## src/bed_pkg.sv

```systemverilog
`timescale 1ns / 1ps
// Package with the shared types, character codes and helper functions of the escape decoder.
package bed_pkg;

    // Depth of the queue between the classifying front and the output back end.
    localparam int FIFO_DEPTH = 4;
    localparam int FIFO_AW    = $clog2(FIFO_DEPTH);
    localparam int FIFO_CW    = $clog2(FIFO_DEPTH + 1);

    // Source characters that the decoder recognizes.
    localparam logic [7:0] CHAR_BACKSLASH = 8'h5C;
    localparam logic [7:0] CHAR_SQUOTE    = 8'h27;
    localparam logic [7:0] CHAR_DQUOTE    = 8'h22;
    localparam logic [7:0] CHAR_LC_A      = 8'h61;
    localparam logic [7:0] CHAR_LC_B      = 8'h62;
    localparam logic [7:0] CHAR_LC_F      = 8'h66;
    localparam logic [7:0] CHAR_LC_N      = 8'h6E;
    localparam logic [7:0] CHAR_LC_R      = 8'h72;
    localparam logic [7:0] CHAR_LC_T      = 8'h74;
    localparam logic [7:0] CHAR_LC_V      = 8'h76;
    localparam logic [7:0] CHAR_LC_X      = 8'h78;
    localparam logic [7:0] CHAR_0         = 8'h30;
    localparam logic [7:0] CHAR_7         = 8'h37;
    localparam logic [7:0] CHAR_9         = 8'h39;
    localparam logic [7:0] CHAR_UC_A      = 8'h41;
    localparam logic [7:0] CHAR_UC_F      = 8'h46;

    // Control codes produced by the simple escapes.
    localparam logic [7:0] CODE_BEL = 8'd7;
    localparam logic [7:0] CODE_BS  = 8'd8;
    localparam logic [7:0] CODE_FF  = 8'd12;
    localparam logic [7:0] CODE_LF  = 8'd10;
    localparam logic [7:0] CODE_CR  = 8'd13;
    localparam logic [7:0] CODE_HT  = 8'd9;
    localparam logic [7:0] CODE_VT  = 8'd11;

    // Decoder phase, one-hot.
    typedef enum logic [5:0] {
        PH_PLAIN   = 6'b000001,
        PH_ESC     = 6'b000010,
        PH_OCT     = 6'b000100,
        PH_HEX1    = 6'b001000,
        PH_HEX2    = 6'b010000,
        PH_DISCARD = 6'b100000
    } phase_t;

    // One queue entry: the one or two result transfers caused by one source byte.
    typedef struct packed {
        logic       two;
        logic [7:0] byte0;
        logic       bad0;
        logic       end0;
        logic [7:0] byte1;
        logic       end1;
    } bed_entry_t;

    // Simple escape lookup: returns {hit, decoded value}.
    function automatic logic [8:0] simple_escape(input logic [7:0] c);
        logic [8:0] r;
        r = {1'b0, c};
        case (c)
            CHAR_LC_A:      r = {1'b1, CODE_BEL};
            CHAR_LC_B:      r = {1'b1, CODE_BS};
            CHAR_LC_F:      r = {1'b1, CODE_FF};
            CHAR_LC_N:      r = {1'b1, CODE_LF};
            CHAR_LC_R:      r = {1'b1, CODE_CR};
            CHAR_LC_T:      r = {1'b1, CODE_HT};
            CHAR_LC_V:      r = {1'b1, CODE_VT};
            CHAR_SQUOTE,
            CHAR_DQUOTE,
            CHAR_BACKSLASH: r = {1'b1, c};
            default:        r = {1'b0, c};
        endcase
        return r;
    endfunction

    // Hex digit lookup: returns {valid, nibble}.
    function automatic logic [4:0] hex_digit(input logic [7:0] c);
        logic [7:0] d;
        logic [4:0] r;
        r = 5'd0;
        if (c inside {[CHAR_0:CHAR_9]}) begin
            d = c - CHAR_0;
            r = {1'b1, d[3:0]};
        end else if (c inside {[CHAR_UC_A:CHAR_UC_F]}) begin
            d = c - CHAR_UC_A;
            r = {1'b1, d[3:0] + 4'd10};
        end else if (c inside {[CHAR_LC_A:CHAR_LC_F]}) begin
            d = c - CHAR_LC_A;
            r = {1'b1, d[3:0] + 4'd10};
        end else begin
            d = c;
            r = {1'b0, 4'd0};
        end
        return r;
    endfunction

endpackage

```

## src/bed_if.sv

```systemverilog
`timescale 1ns / 1ps
// Handshake interfaces for the source text, decoded output and configuration channels.
interface bed_text_if;
    logic       valid;
    logic       ready;
    logic [7:0] in_byte;
    logic       in_last;

    modport source (output valid, output in_byte, output in_last, input ready);
    modport sink   (input valid, input in_byte, input in_last, output ready);
endinterface

interface bed_dec_if;
    logic       valid;
    logic       ready;
    logic [7:0] out_byte;
    logic       bad_escape;
    logic       end_of_string;

    modport source (output valid, output out_byte, output bad_escape, output end_of_string,
                    input ready);
    modport sink   (input valid, input out_byte, input bad_escape, input end_of_string,
                    output ready);
endinterface

interface bed_cfg_if;
    logic valid;
    logic ready;
    logic raw_mode;

    modport source (output valid, output raw_mode, input ready);
    modport sink   (input valid, input raw_mode, output ready);
endinterface

```

## src/bytes_escape_decoder_unit.sv

```systemverilog
`timescale 1ns / 1ps
// Top level of the bytes literal escape decoder.
//
// The block decodes the source text of a bytes literal, one byte per transfer on
// the text channel (in_byte with in_last on the final byte of the literal), and
// delivers decoded bytes on the decoded channel with end_of_string on the final
// result of each literal. A malformed hex escape yields a single transfer with
// bad_escape set, and the rest of that literal yields nothing.
// The cfg channel writes raw_mode; it is always ready and should only be written
// while the block is idle. With raw_mode set, bytes pass through unchanged.
// An accepted text transfer passes through the queue and the output register to the
// decoded channel. One text transfer is taken every cycle unless the queue is full;
// a byte with two results (an unknown escape, or an octal escape closed by a plain
// byte) goes as two transfers through the single output register, which sets the pace.
// A four-entry queue sits between the classifying front end and the output stage,
// so the text channel keeps flowing while the receiver stalls until the queue fills.
// Reset clears the decoder phase, the raw_mode register, the queue and the output
// valid flag; the block is ready for text on the first cycle after reset.
module bytes_escape_decoder_unit
    import bed_pkg::*;
(
    input  logic       clk,
    input  logic       rst_n,
    bed_text_if.sink   text,
    bed_cfg_if.sink    cfg,
    bed_dec_if.source  decoded
);

    logic       push;
    bed_entry_t push_entry;
    logic       pop;
    bed_entry_t head;
    logic       full;
    logic       empty;

    // Escape state machine; pushes one entry per byte that produces output.
    bed_front u_front (
        .clk        (clk),
        .rst_n      (rst_n),
        .text       (text),
        .cfg        (cfg),
        .full       (full),
        .push       (push),
        .push_entry (push_entry)
    );

    // Decoupling queue between classification and delivery.
    bed_fifo u_fifo (
        .clk        (clk),
        .rst_n      (rst_n),
        .push       (push),
        .push_entry (push_entry),
        .pop        (pop),
        .head       (head),
        .full       (full),
        .empty      (empty)
    );

    // Output stage that issues each entry as one or two transfers.
    bed_back u_back (
        .clk     (clk),
        .rst_n   (rst_n),
        .head    (head),
        .empty   (empty),
        .pop     (pop),
        .decoded (decoded)
    );

endmodule

```

## src/bed_front.sv

```systemverilog
`timescale 1ns / 1ps
// Front end: takes source bytes, runs the escape state machine and queues the results.
module bed_front
    import bed_pkg::*;
(
    input  logic       clk,
    input  logic       rst_n,
    bed_text_if.sink   text,
    bed_cfg_if.sink    cfg,
    input  logic       full,
    output logic       push,
    output bed_entry_t push_entry
);

    logic       raw_mode_reg;
    phase_t     phase_reg, phase_next;
    logic [7:0] oct_val_reg, oct_val_next;
    logic [1:0] oct_cnt_reg, oct_cnt_next;
    logic [3:0] nib_reg, nib_next;
    logic       accept;
    logic [7:0] b;
    logic       last;
    logic [8:0] simple;
    logic [4:0] hex;
    logic [7:0] oct_new;
    bed_entry_t entry;
    logic       emit;

    assign text.ready = !full;
    assign cfg.ready  = 1'b1;
    assign accept     = text.valid && text.ready;
    assign b          = text.in_byte;
    assign last       = text.in_last;
    assign simple     = simple_escape(b);
    assign hex        = hex_digit(b);
    assign oct_new    = {oct_val_reg[4:0], b[2:0]};

    always_comb
    begin
        phase_next   = phase_reg;
        oct_val_next = oct_val_reg;
        oct_cnt_next = oct_cnt_reg;
        nib_next     = nib_reg;
        emit         = 1'b0;
        entry        = '0;
        if (raw_mode_reg) begin
            phase_next   = PH_PLAIN;
            oct_val_next = 8'd0;
            oct_cnt_next = 2'd0;
            nib_next     = 4'd0;
            emit         = 1'b1;
            entry.byte0  = b;
            entry.end0   = last;
        end else begin
            case (phase_reg)
                PH_ESC:
                begin
                    phase_next = PH_PLAIN;
                    if (simple[8]) begin
                        emit        = 1'b1;
                        entry.byte0 = simple[7:0];
                        entry.end0  = last;
                    end else if (b == CHAR_LC_X) begin
                        if (last) begin
                            emit       = 1'b1;
                            entry.bad0 = 1'b1;
                            entry.end0 = 1'b1;
                        end else begin
                            phase_next = PH_HEX1;
                        end
                    end else if (b inside {[CHAR_0:CHAR_7]}) begin
                        if (last) begin
                            emit        = 1'b1;
                            entry.byte0 = {5'd0, b[2:0]};
                            entry.end0  = 1'b1;
                        end else begin
                            phase_next   = PH_OCT;
                            oct_val_next = {5'd0, b[2:0]};
                            oct_cnt_next = 2'd1;
                        end
                    end else begin
                        // Unknown escape keeps the backslash and the character.
                        emit        = 1'b1;
                        entry.two   = 1'b1;
                        entry.byte0 = CHAR_BACKSLASH;
                        entry.byte1 = b;
                        entry.end1  = last;
                    end
                end
                PH_OCT:
                begin
                    if (b inside {[CHAR_0:CHAR_7]}) begin
                        if (oct_cnt_reg == 2'd2 || last) begin
                            emit         = 1'b1;
                            entry.byte0  = oct_new;
                            entry.end0   = last;
                            phase_next   = PH_PLAIN;
                            oct_val_next = 8'd0;
                            oct_cnt_next = 2'd0;
                        end else begin
                            oct_val_next = oct_new;
                            oct_cnt_next = oct_cnt_reg + 2'd1;
                        end
                    end else begin
                        // Octal ended early: flush the value, then treat the byte as text.
                        emit         = 1'b1;
                        entry.byte0  = oct_val_reg;
                        oct_val_next = 8'd0;
                        oct_cnt_next = 2'd0;
                        if (b == CHAR_BACKSLASH && !last) begin
                            phase_next = PH_ESC;
                        end else begin
                            phase_next  = PH_PLAIN;
                            entry.two   = 1'b1;
                            entry.byte1 = b;
                            entry.end1  = last;
                        end
                    end
                end
                PH_HEX1:
                begin
                    if (!hex[4] || last) begin
                        emit         = 1'b1;
                        entry.bad0   = 1'b1;
                        entry.end0   = 1'b1;
                        phase_next   = last ? PH_PLAIN : PH_DISCARD;
                        oct_val_next = 8'd0;
                        oct_cnt_next = 2'd0;
                        nib_next     = 4'd0;
                    end else begin
                        nib_next   = hex[3:0];
                        phase_next = PH_HEX2;
                    end
                end
                PH_HEX2:
                begin
                    emit     = 1'b1;
                    nib_next = 4'd0;
                    if (!hex[4]) begin
                        entry.bad0   = 1'b1;
                        entry.end0   = 1'b1;
                        phase_next   = last ? PH_PLAIN : PH_DISCARD;
                        oct_val_next = 8'd0;
                        oct_cnt_next = 2'd0;
                    end else begin
                        entry.byte0 = {nib_reg, hex[3:0]};
                        entry.end0  = last;
                        phase_next  = PH_PLAIN;
                    end
                end
                PH_DISCARD:
                begin
                    if (last) begin
                        phase_next = PH_PLAIN;
                    end
                end
                default:
                begin
                    if (b == CHAR_BACKSLASH && !last) begin
                        phase_next = PH_ESC;
                    end else begin
                        phase_next  = PH_PLAIN;
                        emit        = 1'b1;
                        entry.byte0 = b;
                        entry.end0  = last;
                    end
                end
            endcase
        end
    end

    assign push       = accept && emit;
    assign push_entry = entry;

    always_ff @(posedge clk or negedge rst_n)
    begin
        if (!rst_n) begin
            raw_mode_reg <= 1'b0;
            phase_reg    <= PH_PLAIN;
            oct_val_reg  <= 8'd0;
            oct_cnt_reg  <= 2'd0;
            nib_reg      <= 4'd0;
        end else begin
            if (cfg.valid && cfg.ready) begin
                raw_mode_reg <= cfg.raw_mode;
            end
            if (accept) begin
                phase_reg   <= phase_next;
                oct_val_reg <= oct_val_next;
                oct_cnt_reg <= oct_cnt_next;
                nib_reg     <= nib_next;
            end
        end
    end

`ifndef SYNTHESIS
    a_bad_ends_string: assert property (@(posedge clk) disable iff (!rst_n)
        push && push_entry.bad0 |-> push_entry.end0 && !push_entry.two)
        else $error("error result without end of string");
    a_oct_count: assert property (@(posedge clk) disable iff (!rst_n)
        phase_reg == PH_OCT |-> (oct_cnt_reg == 2'd1 || oct_cnt_reg == 2'd2))
        else $error("octal digit count out of range");
`endif

endmodule

```

## src/bed_fifo.sv

```systemverilog
`timescale 1ns / 1ps
// Short queue of result entries between the front end and the back end.
module bed_fifo
    import bed_pkg::*;
(
    input  logic       clk,
    input  logic       rst_n,
    input  logic       push,
    input  bed_entry_t push_entry,
    input  logic       pop,
    output bed_entry_t head,
    output logic       full,
    output logic       empty
);

    bed_entry_t           mem_reg [FIFO_DEPTH];
    logic [FIFO_AW-1:0]   wr_ptr_reg;
    logic [FIFO_AW-1:0]   rd_ptr_reg;
    logic [FIFO_CW-1:0]   count_reg;

    assign full  = (count_reg == FIFO_CW'(FIFO_DEPTH));
    assign empty = (count_reg == '0);
    assign head  = mem_reg[rd_ptr_reg];

    always_ff @(posedge clk)
    begin
        if (push) begin
            mem_reg[wr_ptr_reg] <= push_entry;
        end
    end

    always_ff @(posedge clk or negedge rst_n)
    begin
        if (!rst_n) begin
            wr_ptr_reg <= '0;
            rd_ptr_reg <= '0;
            count_reg  <= '0;
        end else begin
            if (push) begin
                wr_ptr_reg <= FIFO_AW'((32'(wr_ptr_reg) + 1) % FIFO_DEPTH);
            end
            if (pop) begin
                rd_ptr_reg <= FIFO_AW'((32'(rd_ptr_reg) + 1) % FIFO_DEPTH);
            end
            if (push && !pop) begin
                count_reg <= count_reg + 1'b1;
            end else if (pop && !push) begin
                count_reg <= count_reg - 1'b1;
            end
        end
    end

`ifndef SYNTHESIS
    a_no_overflow: assert property (@(posedge clk) disable iff (!rst_n)
        push |-> !full)
        else $error("queue written while full");
`endif

endmodule

```

## src/bed_back.sv

```systemverilog
`timescale 1ns / 1ps
// Back end: unpacks queue entries into one or two output transfers behind an output register.
module bed_back
    import bed_pkg::*;
(
    input  logic       clk,
    input  logic       rst_n,
    input  bed_entry_t head,
    input  logic       empty,
    output logic       pop,
    bed_dec_if.source  decoded
);

    logic       out_valid_reg;
    logic [7:0] out_byte_reg;
    logic       out_bad_reg;
    logic       out_end_reg;
    logic       pend_reg;
    logic [7:0] pend_byte_reg;
    logic       pend_end_reg;
    logic       load;

    assign load = !out_valid_reg || decoded.ready;
    assign pop  = load && !pend_reg && !empty;

    assign decoded.valid         = out_valid_reg;
    assign decoded.out_byte      = out_byte_reg;
    assign decoded.bad_escape    = out_bad_reg;
    assign decoded.end_of_string = out_end_reg;

    always_ff @(posedge clk or negedge rst_n)
    begin
        if (!rst_n) begin
            out_valid_reg <= 1'b0;
            pend_reg      <= 1'b0;
        end else if (load) begin
            if (pend_reg) begin
                out_valid_reg <= 1'b1;
                pend_reg      <= 1'b0;
            end else begin
                out_valid_reg <= !empty;
                pend_reg      <= !empty && head.two;
            end
        end
    end

    always_ff @(posedge clk)
    begin
        if (load) begin
            if (pend_reg) begin
                out_byte_reg <= pend_byte_reg;
                out_bad_reg  <= 1'b0;
                out_end_reg  <= pend_end_reg;
            end else if (!empty) begin
                out_byte_reg  <= head.byte0;
                out_bad_reg   <= head.bad0;
                out_end_reg   <= head.end0;
                pend_byte_reg <= head.byte1;
                pend_end_reg  <= head.end1;
            end
        end
    end

`ifndef SYNTHESIS
    a_pend_has_first: assert property (@(posedge clk) disable iff (!rst_n)
        pend_reg |-> out_valid_reg)
        else $error("second result pending without a first one on the output");
`endif

endmodule
```

## src/flat_wrapper.sv

```systemverilog
// flat-port wrapper written by rule: the top's interface ports become plain ports
module bytes_escape_decoder_unit_flat import bed_pkg::*;
  (clk, rst_n, text_valid, text_in_byte, text_in_last, text_ready, cfg_valid, cfg_raw_mode, cfg_ready, decoded_valid, decoded_out_byte, decoded_bad_escape, decoded_end_of_string, decoded_ready);
  bed_text_if text_i ();
  bed_cfg_if cfg_i ();
  bed_dec_if decoded_i ();
  input  logic clk;
  input  logic rst_n;
  input wire logic [$bits(text_i.valid)-1:0] text_valid;
  input wire logic [$bits(text_i.in_byte)-1:0] text_in_byte;
  input wire logic [$bits(text_i.in_last)-1:0] text_in_last;
  output wire logic [$bits(text_i.ready)-1:0] text_ready;
  input wire logic [$bits(cfg_i.valid)-1:0] cfg_valid;
  input wire logic [$bits(cfg_i.raw_mode)-1:0] cfg_raw_mode;
  output wire logic [$bits(cfg_i.ready)-1:0] cfg_ready;
  output wire logic [$bits(decoded_i.valid)-1:0] decoded_valid;
  output wire logic [$bits(decoded_i.out_byte)-1:0] decoded_out_byte;
  output wire logic [$bits(decoded_i.bad_escape)-1:0] decoded_bad_escape;
  output wire logic [$bits(decoded_i.end_of_string)-1:0] decoded_end_of_string;
  input wire logic [$bits(decoded_i.ready)-1:0] decoded_ready;
  assign text_i.valid = text_valid;
  assign text_i.in_byte = text_in_byte;
  assign text_i.in_last = text_in_last;
  assign text_ready = text_i.ready;
  assign cfg_i.valid = cfg_valid;
  assign cfg_i.raw_mode = cfg_raw_mode;
  assign cfg_ready = cfg_i.ready;
  assign decoded_valid = decoded_i.valid;
  assign decoded_out_byte = decoded_i.out_byte;
  assign decoded_bad_escape = decoded_i.bad_escape;
  assign decoded_end_of_string = decoded_i.end_of_string;
  assign decoded_i.ready = decoded_ready;
  bytes_escape_decoder_unit u_core (.clk(clk), .rst_n(rst_n), .text(text_i), .cfg(cfg_i), .decoded(decoded_i));
endmodule
```

## config.mk

```make
export PLATFORM = sky130hd
export DESIGN_NAME = bytes_escape_decoder_unit_flat
export DESIGN_NICKNAME = d
export VERILOG_FILES = /design/src/bed_pkg.sv /design/src/bed_if.sv /design/src/bytes_escape_decoder_unit.sv /design/src/bed_front.sv /design/src/bed_fifo.sv /design/src/bed_back.sv /design/src/flat_wrapper.sv
export SDC_FILE = /design/constraint.sdc
export NUM_CORES = 1
export LEC_CHECK = 0
export BUFFER_PORTS_ARGS = -buffer_cell sky130_fd_sc_hd__buf_4
export CORE_UTILIZATION = 66
export DETAILED_ROUTE_END_ITERATION = 10
export PLACE_DENSITY_LB_ADDON = 0.12
export SETUP_SLACK_MARGIN = 0.5
export SKIP_LAST_GASP = 1
export SLEW_MARGIN = 20
export SYNTH_ARGS = -nofsm -noshare
export SYNTH_HDL_FRONTEND = slang
export SYNTH_HIERARCHICAL = 1
export SYNTH_SLANG_ARGS = --single-unit
```

## constraint.sdc

```tcl
create_clock -name clk -period 6.65 [get_ports clk]
set_input_delay 0.9975 -clock clk [delete_from_list [all_inputs] [get_ports clk]]
set_output_delay 0.9975 -clock clk [all_outputs]
set_load 0.1 [all_outputs]
```

; ---- After elaboration in Yosys (flattened, before gate mapping)
; Memories as Yosys holds them, arrays and structs flattened.
; Cells that the tools add are included.
[word_totals]
ff_bits = 49
mem_bits_rw = 80
in_bits = 15
out_inout_bits = 13
word_cells = 196
mem_count = 1
[mem_list]
columns = memory, depth, width, read_ports, rd_ports_with_merged_regs, wr, line
row1 = u_core.u_fifo.mem_reg, 4, 20, 1, 0, 1, bed_fifo.sv:16  ; bed_entry_t mem_reg [FIFO_DEPTH];
[op_classes]
n_addsub = 10
n_lt_le_gt_ge = 7
eq_ne = 27
n_mux = 100
bitwise = 2
reduce_logical = 34
[ops]
columns = operator, n
row1 = 8-bit 2-to-1 mux, 17
row2 = 8-bit by 7-bit == test with 1-bit output (second input constant), 9
row3 = 9-bit one-hot mux with 8 select lines, 1
row4 = 8-bit one-hot mux with 4 select lines, 2
row5 = 9-bit 2-to-1 mux, 7
row6 = 6-bit 2-to-1 mux, 9
row7 = 1-bit 2-to-1 mux, 32
row8 = 6-bit one-hot mux with 5 select lines, 1
row9 = 2-bit 2-to-1 mux, 12
row10 = 3-bit != test (second input constant), 7
row11 = 9-bit one-hot mux with 2 select lines, 1
row12 = 8-bit by 6-bit == test with 1-bit output (second input constant), 2
row13 = 8-bit by 7-bit >= comparator with 1-bit output (second input constant), 2
row14 = 8-bit by 6-bit <= comparator with 1-bit output (second input constant), 2
row15 = 8-bit by 7-bit <= comparator with 1-bit output (second input constant), 2
row16 = 3-bit 2-to-1 mux, 5
row17 = 5-bit 2-to-1 mux, 3
row18 = 1-bit logical AND, 12
row19 = 4-bit 2-to-1 mux, 3
row20 = 4-bit by 1-bit subtractor with 4-bit output (second input constant), 3
row21 = 1-bit one-hot mux with 5 select lines, 2
row22 = 4-bit adder (second input constant), 2
row23 = 8-bit by 6-bit >= comparator with 1-bit output (second input constant), 1
row24 = 1-bit zero test, 8
row25 = other kinds (28), 35

; ---- Depth between registers and ports, before layout
[depth]
depth_word = 15
mapped_depth = 14
depth_no_buf = 13

; ---- Modules after synthesis
; The synthesis kept the hierarchy.
[modules_own_cells]
columns = module, n_inst, cells_each, area_per_inst_um2, seq_area_each_um2
row1 = bed_fifo, 1, 138, 3283.1, 2577.5
row2 = bed_front, 1, 314, 2309.7, 526.8
row3 = bed_back, 1, 43, 839.6, 620.6

; ---- Least setup slack after synthesis
; Ideal clock, no wire load.
[synth_path]
kind = input port to flip-flop
startpoint = input port text_in_byte[0]
endpoint = register u_core.u_fifo.count_reg[2]
setup_ns = 0.079
t_arrival_ns = 3.689
required_ns = 6.571
slack_ns = 2.882
cell_stages = 14
n_path_buf = 1
cell_sequence = clkbuf_1 inv_1 ha_1 nand2b_1 a41oi_2 a21oi_2 o21ai_1 a31oi_1 ha_1 inv_1 fa_1 xor2_1 nor2_1 xor2_1
[synth_between]
elab_chain_len = 14
word_cells_on_any_way = 44
cone_classes = order compare (7) / eq/ne (11) / mux (13) / reduce/logical (13)
[synth_lines]
columns = item, line
row1 = start: declaration, flat_wrapper.sv:10  ; input wire logic [$bits(text_i.in_byte)-1:0] text_in_byte;
row2 = 8-bit by 7-bit >= comparator with 1-bit output or 8-bit by 7-bit <= comparator with 1-bit output (tied branches), bed_pkg.sv:88  ; end else if (c inside {[CHAR_LC_A:CHAR_LC_F]}) begin
row3 = 1-bit logical AND, bed_pkg.sv:88
row4 = 5-bit 2-to-1 mux, bed_pkg.sv:88
row5 = 5-bit 2-to-1 mux, bed_pkg.sv:85  ; end else if (c inside {[CHAR_UC_A:CHAR_UC_F]}) begin
row6 = 5-bit 2-to-1 mux, bed_pkg.sv:82  ; if (c inside {[CHAR_0:CHAR_9]}) begin
row7 = 1-bit zero test, -
row8 = 1-bit logical OR, bed_front.sv:122  ; if (!hex[4] || last) begin
row9 = 1-bit 2-to-1 mux, bed_front.sv:122
row10 = 1-bit one-hot mux with 5 select lines *, bed_front.sv:55  ; case (phase_reg)
row11 = 1-bit 2-to-1 mux *, bed_front.sv:46  ; if (raw_mode_reg) begin
row12 = 1-bit logical AND *, bed_front.sv:172  ; assign push = accept && emit;
row13 = via u_core.push, bytes_escape_decoder_unit.sv:29  ; logic push;
row14 = 1-bit zero test, bed_fifo.sv:47  ; end else if (pop && !push) begin
row15 = 1-bit logical AND, bed_fifo.sv:47
row16 = 2-bit nonzero test (no source line), -
row17 = end signal: assignment, bed_fifo.sv:46  ; count_reg <= count_reg + 1'b1;
row18 = end signal: assignment, bed_fifo.sv:48  ; count_reg <= count_reg - 1'b1;
row19 = end: declaration, bed_fifo.sv:19  ; logic [FIFO_CW-1:0] count_reg;
; Mark *: on every way through the listed nets, which the timed path passes. The rest lies on a longest branch.
; A chain may end at the register's enable or synchronous reset.

; ---- Worst setup path in the final report
[layout_path]
startpoint = register u_core.u_front.phase_reg[5]
endpoint = memory u_core/u_fifo/mem_reg[1][1] in the netlist's numbering (enable)
[layout_between]
elab_chain_len = 6
word_cells_on_any_way = 10
cone_classes = eq/ne (5) / mux (4) / reduce/logical (1)
[layout_lines]
columns = item, line
row1 = start: declaration, bed_front.sv:16  ; phase_t phase_reg, phase_next;
row2 = start signal: assignment, bed_front.sv:188  ; phase_reg <= phase_next;
row3 = "6-bit == test, or another cell as far along", bed_front.sv:55
row4 = 1-bit one-hot mux with 5 select lines *, bed_front.sv:55
row5 = 1-bit 2-to-1 mux *, bed_front.sv:46
row6 = 1-bit logical AND *, bed_front.sv:172
row7 = via u_core.push, bytes_escape_decoder_unit.sv:29
row8 = 1-bit 2-to-1 mux *, bed_fifo.sv:27  ; if (push) begin
row9 = 1-bit 2-to-1 mux (not written as such) *, bed_fifo.sv:28  ; mem_reg[wr_ptr_reg] <= push_entry;
row10 = end: declaration, bed_fifo.sv:16
; Marks and branches as above.

==> flow_summary.toml <==
[outcome]
result_of_the_run = "completed"

[worst_setup_path]
data_arrival_time_at_the_worst_slack_endpoint_ns = 4.01
timing.critical_path.cells = "or3b_1 > or3_1 > nor3_1 > o32ai_1 > a31oi_1 > and2_1"
crit_path_top_delay_cell = "sky130_fd_sc_hd__and2_1"
timing.critical_path.fanout_max = 20
required_arrival_time_at_the_worst_endpoint_ns = 6.79
cp-end-kind = "flip-flop"
timing_worst_setup_path_type = "reg2reg"
setup.worst_path.start_class = "flip-flop"
crit_family = "simple AND/OR/NAND/NOR gates"
critPathBufInv = 0
critPathMaxStageDelay_ns = 0.99

[power]
share_seq_of_total_power_pct = 40.0
total_power_w = 0.003056
power.switching_w = 0.001075
clock_power_share_pct = 30.7
leak_pwr_nw = 2.673
combPwrFrac_pct = 29.2
powerDensity_nw_per_um2 = 422.0
ir_worst_vdd_v = 0.0002366
p_int_w = 0.001981
swShare_pct = 35.18

[synth]
synth_area_per_cell_sq_um = 12.99
synth_enable_flop_cells = 99
synth_area_sq_um = 6432
syn-instance-count = 495
syn_nets = 521
yosys_warnings = 6
synth-main-ff-cell = "sky130_fd_sc_hd__edfxtp_1"
synthArstFlopShare_pct = 23.26
synth_cell_type_count = 80
sequential_element_share_of_the_synthesized_area_pct = 57.91
yosys_register_bits = 129

[drt]
drc = 0
final_antenna_net_count = 0
drt_pass1_iterations = 7
routed_wl_mm = 14.75
drt_iter0_drc = 364
drt-vias-per-instance = 6.602
num_vias = 4324
routedWlPerCell_microns = 22.53

[global_routing]
grt_antenna_before_repair = 0
grt_overflow_total = 0
via_count_of_the_first_global_routing_pass = 4286
grt_start_max_net_pins = 31
grt_first_pass_wirelength_mm = 22.78
grt_use_total_pct = 31.40

[timing]
rsz0062_at_grt = "false"
clock-skew-final_ns = 0.01191
slew-limit-headroom_pct = 24.10
final.min_clock_period_ns = 3.876
finalSetupViolCount = 0
worst_slew_pin_slew_ns = 1.138
timing.final.hold_violations = 0
fin_crit_sh_pct = 58.28
slew_violations = 0
timing.fmax_ghz = 0.2580
fin_setup_tns_ns = 0

[layout]
footprint_of_the_multi_input_gates_sq_um = 2462
fin_nets = 539
layout-drive-gt1-share_pct = 20.15
antenna_cells = 0
fill_cells = 539
sequential_cell_area_sq_um = 3725
flip_flop_count_of_the_largest_register_all_copies_and_words_added = 80
area_growth_pct = 12.57

[clocking]
tritoncts_buffer_count = 17
cts_buffer_depth = 2
cts.hold.buffers_added = 0
tritoncts_clock_tree = "done"
ctsHtreeMaxLevel = 4
clock-root-buffer = "sky130_fd_sc_hd__clkbuf_8"
clkTransAtPathRegs_ns = 0.07
cts_resized = 0
cts.sink_count = 129
clock_latency_ns = 0.53
postCtsSetupBuffers = 0

[min_path]
holdCritPathClass = "in2async"

[floorplanning]
floorplan.die.height_microns = 100.7
die_area_sq_um = 10140
core_area_sq_um = 9328
pin_count = 28
initial_utilization_pct = 68.96
core.rowCount = 35
die_width_microns = 100.7

[placed_design]
detailedPlacementHpwl_mm = 9.473
gp_congestion = 0.9235
io_port_bufs = 26

[run]
cap_violations = 0
logic make-up (layout without fill, tap and decap cells):
kind of cell,count (synthesis),in the layout,synth area share [%]
and+or+nand+nor,158,158,13.54
xor gates and xnor gates,10,10,1.362
AOI/OAI and AO/OA,98,98,10.64
DFF,129,129,57.91
adders and majority gates,11,11,2.256
other,1,1,0.05830
muxes,38,38,10.43
buffers and inverters,50,81,3.813
per-layer routing:
layer | up-vias | wire [microns] | track usage, %
met2 | 211 | 7384 | 52.00
met1 | 2140 | 5903 | 39.63
li1 | 1933 | - | -
met3 | 40 | 942 | 5.548
met5 | - | 0 | 0
met4 | 0 | 523 | 17.28
synth_stat cells, drive strengths merged, types with 3 or more instances:
library cell,count,area share (%)
xnor2,5,0.68
mux2i,7,1.1
and2,13,1.3
a22o,6,0.82
nand2b,4,0.39
a21oi,25,2.0
ha,10,1.9
inv,19,1.1
nor2,25,1.5
clkbuf,12,0.70
buf,19,2.0
nand2,41,2.4
mux2,11,2.2
a31oi,6,0.58
edfxtp,99,46
a211oi,6,0.70
and3,3,0.29
or3,5,0.49
nor3,14,1.2
o41ai,3,0.41
xor2,5,0.68
nor4,9,0.97
o21ai,21,1.8
nand4,3,0.29
nor2b,7,0.68
nand3,11,0.86
mux4,20,7.1
dfrtp,29,11
o2bb2ai,4,0.54
or2,5,0.56
power groups by stage:
stage                     Clock, W  Sequential (W)  Combinational [W]
after floorplan                  0         0.00141           0.000508
after CTS                 0.000947         0.00122           0.000895
final                     0.000939         0.00122           0.000894
after detailed placement         0         0.00123           0.000877
after global placement           0         0.00122           0.000853
after global routing      0.000977         0.00124           0.000940
worst paths after layout:
path | startpoint | end | slack [ns] | cells past startpoint
max | u_core/u_front/phase_reg[5] | u_core/u_fifo/mem_reg[1][1] | 2.77 | 6
min | rst_n | u_core/u_fifo/rd_ptr_reg[0] | 0.41 | 1
max reg2reg | u_core/u_front/phase_reg[5] | u_core/u_fifo/mem_reg[1][1] | 2.77 | 6
min reg2reg | u_core/u_front/nib_reg[0] | u_core/u_front/nib_reg[0] | 0.52 | 2
max in group asynchronous | rst_n | u_core/u_front/phase_reg[0] | 5.90 | 1
min in group clk | u_core/u_front/nib_reg[0] | u_core/u_front/nib_reg[0] | 0.52 | 2
per-stage QoR:
step	std cells	setup WS (ns)	hold slack, ns	area (sq um)	utilization (%)
2_1_floorplan	495	2.882	0.4559	6432	-
3_3_place_gp	623	2.529	0.4756	6645	71.24
3_5_place_dp	623	2.391	0.5037	6645	71.24
4_1_cts	655	2.806	0.4074	7241	77.63
5_1_grt	655	2.584	0.4305	7241	77.63
6_report	655	2.774	0.4088	7241	77.63
cell type report:
type	count	area share (%)
Timing Repair Buffer	30	3.110
Inverter	19	0.9850
Clock buffer	18	5.910
Clock inverter	14	2.316
Multi-Input combinational cell	316	34.01
Tap cell	129	2.229
Sequential cell	129	51.44
cell usage in the layout (no fill, tap or decap), types with 6 or more instances in the layout:
master / synthesis / final
sky130_fd_sc_hd__nand3_1: 11 / 11
sky130_fd_sc_hd__inv_1: 19 / 19
sky130_fd_sc_hd__nor2b_1: 7 / 7
sky130_fd_sc_hd__mux2_2: 6 / 6
sky130_fd_sc_hd__nand2_1: 41 / 41
sky130_fd_sc_hd__mux2i_1: 7 / 7
sky130_fd_sc_hd__o21ai_1: 12 / 12
sky130_fd_sc_hd__nor4_1: 8 / 8
sky130_fd_sc_hd__clkbuf_16: 0 / 16
sky130_fd_sc_hd__buf_4: 1 / 30
sky130_fd_sc_hd__a22o_1: 6 / 6
sky130_fd_sc_hd__a31oi_1: 6 / 6
sky130_fd_sc_hd__edfxtp_1: 99 / 99
sky130_fd_sc_hd__dfrtp_1: 29 / 29
sky130_fd_sc_hd__nor2_1: 25 / 25
sky130_fd_sc_hd__nor3_1: 12 / 12
sky130_fd_sc_hd__ha_1: 10 / 10
sky130_fd_sc_hd__a211oi_1: 6 / 6
sky130_fd_sc_hd__inv_6: 0 / 7
sky130_fd_sc_hd__mux4_2: 18 / 18
sky130_fd_sc_hd__a21oi_1: 24 / 24
sky130_fd_sc_hd__o21ai_0: 8 / 8
sky130_fd_sc_hd__and2_1: 13 / 13
Note: power is estimated with default switching activity, not from simulation.
